## config.mk

```make
export PLATFORM = sky130hd
export DESIGN_NAME = dfoa_merge
export DESIGN_NICKNAME = d
export VERILOG_FILES = /design/src/sv/dfoa_pkg.sv /design/src/sv/dfoa_merge.sv
export SDC_FILE = /design/constraint.sdc
export NUM_CORES = 1
export LEC_CHECK = 0
export ABC_AREA = 1
export ABC_CLOCK_PERIOD_IN_PS = 2600
export BUFFER_PORTS_ARGS = -buffer_cell sky130_fd_sc_hd__buf_2
export CAP_MARGIN = 40
export CORE_MARGIN = 3
export CORE_UTILIZATION = 29
export DETAILED_ROUTE_END_ITERATION = 12
export GPL_TIMING_DRIVEN = 0
export PLACE_DENSITY = 0.72
export SETUP_SLACK_MARGIN = 0.5
export SLEW_MARGIN = 20
export SYNTH_ARGS = -nofsm -noshare
export SYNTH_HDL_FRONTEND = slang
export SYNTH_SLANG_ARGS = --single-unit
```

## constraint.sdc

```tcl
create_clock -name clock -period 2.6 [get_ports clock]
set_clock_uncertainty 0.15 [all_clocks]
set_input_delay 0.13 -clock clock [delete_from_list [all_inputs] [get_ports clock]]
set_output_delay 0.13 -clock clock [all_outputs]
set_load 0.01 [all_outputs]
```

## src/sv/dfoa_pkg.sv

```systemverilog
`timescale 1ns / 1ps
`default_nettype none
// ----------------------------------------------------------------------------
// dfoa_pkg
// Shared types and constants for the dual-channel overlap-add FIR core.
// ----------------------------------------------------------------------------
package dfoa_pkg;

   localparam int TAPS      = 6;
   localparam int DELAY_LEN = TAPS - 1;
   localparam int SAMPLE_W  = 16;
   localparam int PROD_W    = 32;
   localparam int POS_W     = 3;
   localparam int CSR_IDX_W = 3;
   localparam int CSR_DATA_W = 32;

   // block position saturates here; at this position all products count to the current block
   localparam logic [POS_W-1:0] POS_MAX = POS_W'(TAPS - 1);
   // number of tap registers in the register map
   localparam logic [CSR_IDX_W:0] CSR_NUM_REGS = (CSR_IDX_W + 1)'(TAPS);

   typedef logic signed [SAMPLE_W-1:0] sample_type;
   typedef logic signed [PROD_W-1:0]   prod_type;
   typedef logic [POS_W-1:0]           pos_type;
   typedef sample_type [TAPS-1:0]      tap_set_type;

   // control from the top level to each lane
   typedef struct packed {
      logic    load;   // an item is accepted this cycle
      pos_type pos;    // block position of the item held in the product stage
   } lane_ctl_type;

   // handshake status between merge stage and top level
   typedef struct packed {
      logic take;      // product stage moves into the output register
   } merge_stat_type;

endpackage : dfoa_pkg
`default_nettype wire

```

## src/sv/dfoa_merge.sv

```systemverilog
`timescale 1ns / 1ps
`default_nettype none
// ----------------------------------------------------------------------------
// dfoa_merge
// Merge stage: packs both lane results into one item and holds it in the
// output register until the consumer takes it.
// ----------------------------------------------------------------------------
module dfoa_merge import dfoa_pkg::*; (
   input  wire logic             clock,
   input  wire logic             reset,
   input  wire logic             stage_valid,
   input  wire sample_type       lane_a,
   input  wire sample_type       lane_b,
   input  wire logic             rsp_tready,
   output logic                  rsp_tvalid,
   output logic [2*SAMPLE_W-1:0] rsp_tdata,
   output merge_stat_type        stat
);

   logic                  valid_ff;
   logic                  valid_in;
   logic [2*SAMPLE_W-1:0] data_ff;

   // load when the register is empty or drained this cycle
   assign stat.take = stage_valid && (!valid_ff || rsp_tready);

   always_comb begin
      valid_in = valid_ff;
      if (stat.take) begin
         valid_in = 1'b1;
      end else if (rsp_tready) begin
         valid_in = 1'b0;
      end
   end

   always_ff @(posedge clock) begin
      if (reset) begin
         valid_ff <= 1'b0;
      end else begin
         valid_ff <= valid_in;
      end
   end

   // hold the packed item while stalled
   always_ff @(posedge clock) begin
      if (stat.take) begin
         data_ff <= {lane_b, lane_a};
      end
   end

   assign rsp_tvalid = valid_ff;
   assign rsp_tdata  = data_ff;

endmodule : dfoa_merge
`default_nettype wire
```

# Word-level counts from Yosys, hierarchy flattened

Cells that the tools add are included.

Output and inout bits: 34
Word-level logic and storage cells: 8
Register bits after elaboration: 33
Input bits: 36

Mux-type cells: 2
Reduce and logical (&&, ||, !) cells: 4

Operators with widths:

| kind              | number |
|---|---|
| $mux 1            | 2 |
| $reduce_bool 2->1 | 1 |
| $logic_and 1x1->1 | 1 |
| $logic_not 1->1   | 1 |
| $logic_or 1x1->1  | 1 |

# Logic depth before layout (Yosys ltp)

Depth in word-level cells: 4
Depth in mapped cells: 3
Gate-level depth less buffers: 3

# Worst setup path after synthesis

Ideal clock, no wire load.

Path type: reg-to-reg
Start point: register valid_ff (netlist: rsp_tvalid)
End point: register data_ff[0] (netlist: rsp_tdata[0]) (enable)
Period minus slack after synthesis: 2.698 ns
Path buffers: 0
Required time: 2.011 ns
Cell stages (with the launch flop): 2
Slack: -0.098 ns
Arrival time: 2.109 ns
Cells stage by stage: dfxtp_1 > a21oi_1

Cells in the longest elaborated chain, start to end: 3

Ends and longest elaborated chain:

| element                | line             | source |
|---|---|---|
| from (decl)            | dfoa_merge.sv:20 | `logic valid_ff;` |
| from (signal assigned) | dfoa_merge.sv:40 | `valid_ff <= valid_in;` |
| $logic_not 1->1        | dfoa_merge.sv:25 | `assign stat.take = stage_valid && (!valid_ff \|\| rsp_tready);` |
| $logic_or 1x1->1       | dfoa_merge.sv:25 |  |
| $logic_and 1x1->1      | dfoa_merge.sv:25 |  |
| net stat               | dfoa_merge.sv:17 | `output merge_stat_type stat` |
| to (signal assigned)   | dfoa_merge.sv:47 | `data_ff <= {lane_b, lane_a};` |
| to (decl)              | dfoa_merge.sv:22 | `logic [2*SAMPLE_W-1:0] data_ff;` |

The timed path passes the listed nets, and every way through them passes these cells.
A chain may end at the register's enable or synchronous reset.

# Worst setup path after layout

Start point: register valid_ff (netlist: rsp_tvalid)
End point: output stat

Cells in the longest elaborated chain, start to end: 3

Ends and longest elaborated chain:

| element           | line |
|---|---|
| $logic_not 1->1   | dfoa_merge.sv:25 |
| $logic_or 1x1->1  | dfoa_merge.sv:25 |
| $logic_and 1x1->1 | dfoa_merge.sv:25 |
| to (decl)         | dfoa_merge.sv:17 |

No other way between the ends.

==> impl_summary.md <==
Run status
The run finished with clean final reports.

Timing
Setup repair after global routing left no endpoint under its margin. The number of setup violations in the final report is 0. The minimum period implied by the final worst setup slack is 1.81 ns. Based on the critical path, the design can be clocked at up to 0.553 GHz.

At the pin with the least slew margin, the transition time is 0.513 ns. The max-slew violation count came to 0. Headroom to the max-slew limit came out at 65.7%. The final worst-path cycle share is 69.6%. Setup total negative slack on the finished layout was measured at 0 ns. The number of hold violations in the final report is 0.

Routing
Summed over all layers, the routed wires come to 2560 microns. The detailed-route via count is 799. In the routed layout, each cell is associated on average with a via count of 4.12.

In this run the remaining antenna-violating nets after routing total 0. In this run, the number of DRC markers left after iteration 0 of detailed routing was 12. After detailed routing, the average wire length per cell comes to 13.2 microns.

The first detailed-routing pass ran for 4 iterations. After detailed routing, the number of remaining DRC violations is 0.

Pwr
In this run the static leakage power is 0.794 nW. The power per standard cell area is 559 nW/um^2. The worst vdd rail ir drop is 346 uV.

Synthesis
The number of different library cells in the post-synthesis netlist is 7. The part of the Yosys area used for sequential elements is 97.3%. The top cell type by total area after synthesis is sky130_fd_sc_hd__edfxtp_1. Yosys attributes the largest share of cell area to sky130_fd_sc_hd__edfxtp_1 95%, sky130_fd_sc_hd__dfxtp_1 2.0%, sky130_fd_sc_hd__a21oi_2 0.87%. The share of flip-flops with an asynchronous set or reset is 0%. Yosys instantiated no cell more often than sky130_fd_sc_hd__edfxtp_1. The most used flip-flop cell after synthesis is sky130_fd_sc_hd__edfxtp_1.

The synthesized area divided by synthesized cell count is 26.5 sq um. Yosys printed 0 warnings. Counting every net in the synthesized netlist gives 74. The synthesized design contains 32 enable-type register cells. The mapped netlist covers 1010 sq um. After synthesis the netlist holds a flip-flop and latch count of 33. The number of instances in the synthesized netlist is 38.

The top cell type by area accounts for 95.3% of the synthesized area.

Die
The horizontal extent of the die is 65.0 microns. The I/O pin count is 70. The floorplan step defined a core boundary enclosing 3180 sq um. The die area is 4220 sq um. The vertical die dimension is 65.0 microns. The initial cell density of the core is 31.7%.

The number of rows in the core area is 20.

Placed design
At the end of routability-driven placement, the weighted congestion stood at 0.684. The count of buffers inserted at the top-level ports is 69.

Clock network
The number of buffers inserted for hold repair after clock tree synthesis is 34. The buffer levels on the longest clock path is 2. The root cell of the clock tree is sky130_fd_sc_hd__clkbuf_4. In this run the post-CTS setup repair buffer count came out at 0. Clock tree synthesis found a total of 33 sinks. The worst-skew pair later-pin latency is 0.32 ns. After clock tree synthesis, the clock-pin slew on the worst setup and hold paths is 0.10 ns. In this run, post-CTS repair resized a total of 0 instances. The number of buffers added by the clock tree synthesis step is 5. TritonCTS built the clock tree.

The CTS H-tree depth is 2.

Setup path
Data on the critical path is required at its endpoint by 2.32 ns. The critical path is of the reg -> out type. STA puts the critical path data arrival time at 1.53 ns. STA classifies the critical path startpoint as a flop. STA classifies the critical path endpoint as a primary output. The maximum fanout count along the critical path is 20.

Global route
Global routing consumed, on the met1 layer, 14.5% of the routing resources. The first global-routing pass estimated 4180 microns of wire. The initial antenna violation count is 0. The layer flagged by global routing as most heavily used is met2. The via count of the first global-routing pass is 910. For this run the aggregate overflow at the end of global routing stands at 0. Global routing used 14.0% of the available tracks across all layers. For this run, global-route usage on met2 was measured as 23.1%.

For this run, global-route usage on met3 was measured as 8.15%. Entering global routing, the biggest net connects 21 pins.

Layout
The share of the core filled with cells is 57.9%. Relative to the synthesized area, the layout overhead comes to 82.4%. The net total in the final layout is 185.

The fraction of final layout cells sized beyond drive strength 1 is 54.0%. The count of inserted antenna diode cells is 0. Counting the fill cells in the layout gives 244.

Run
The number of violations of the max-capacitance limit is 0.

Worst hold path
The worst hold path belongs to the class in -> reg.
[report_power, final]
| group | internal (mW) | switching [mW] | total, mW |
|---|---|---|---|
| Combinational | 0.0789 | 0.0585 | 0.137 |
| Sequential | 0.619 | 0.00814 | 0.627 |
| Clock | 0.103 | 0.160 | 0.263 |
[path summary, 6_finish.rpt]
path,slack [ns],cells after the start,endpoint,from
setup / recovery,0.79,3,stat,rsp_tvalid$_SDFFE_PP0P_
hold reg to reg,0.64,1,rsp_tdata[1]$_DFFE_PP_,rsp_tvalid$_SDFFE_PP0P_
hold / removal,0.16,3,rsp_tdata[1]$_DFFE_PP_,rsp_tready
setup reg to reg,1.10,2,rsp_tdata[4]$_DFFE_PP_,rsp_tvalid$_SDFFE_PP0P_
[layout by cell type, fill, tap and decap left out]
| cell type | n |
|---|---|
| sky130_fd_sc_hd__a21oi_2 | 1 |
| sky130_fd_sc_hd__a21oi_4 | 1 |
| sky130_fd_sc_hd__dfxtp_1 | 1 |
| sky130_fd_sc_hd__inv_2 | 1 |
| sky130_fd_sc_hd__edfxtp_1 | 32 |
| sky130_fd_sc_hd__clkbuf_1 | 1 |
| sky130_fd_sc_hd__dlygate4sd3_1 | 34 |
| sky130_fd_sc_hd__buf_16 | 1 |
| sky130_fd_sc_hd__clkbuf_4 | 5 |
| sky130_fd_sc_hd__clkinv_2 | 2 |
| sky130_fd_sc_hd__nand2_2 | 1 |
| sky130_fd_sc_hd__buf_2 | 69 |
| sky130_fd_sc_hd__inv_1 | 1 |
[logic make-up (layout without fill, tap and decap cells)]
family / after synthesis / in the layout / share of synthesized area (%)
simple gates: 1 / 1 / 0.621
buf+inv: 2 / 114 / 0.744
compound gates: 2 / 2 / 1.36
flops: 33 / 33 / 97.3
[flip-flops by register name, summed over array words and instances (netlist names)]
name / flops
rsp_tdata: 32
rsp_tvalid: 1
[critical path, cell delays in order (launching register included)]
cell,delay (ns)
sky130_fd_sc_hd__dfxtp_1,0.37
sky130_fd_sc_hd__a21oi_4,0.46
sky130_fd_sc_hd__buf_16,0.22
sky130_fd_sc_hd__buf_2,0.15
[per-stage QoR]
stage / instances / instance area [sq um] / power [mW] / hold slack [ns] / worst slack (ns)
detailed placement: 152 / 1450 / 0.737 / 0.151 / 1.10
global placement: 151 / 1410 / 0.727 / 0.141 / 0.490
global route: 194 / 1840 / 1.08 / 0.152 / 0.663
floorplan: 38 / 1010 / 0.671 / 0.0424 / 0.679
finish: 194 / 1840 / 1.03 / 0.157 / 0.790
CTS: 194 / 1840 / 1.04 / 0.151 / 0.749
[area by class of cell]
type / count / area, sq um / area share (%)
well taps: 44 / 55.1 / 2.99
clock buffers: 6 / 41.3 / 2.24
inverters: 2 / 7.51 / 0.408
multi-input cells: 3 / 31.3 / 1.70
flip-flops and latches: 33 / 981 / 53.3
repair buffers: 104 / 713 / 38.8
clock inverters: 2 / 10.0 / 0.544
[layer usage]
metal | share of wire [%] | up-vias
met4 | 1.2 | 0
met1 | 37 | 366
met5 | 0 | -
met3 | 13 | 4
met2 | 48 | 58
li1 | - | 371
Power figures use the tool's default switching activity.
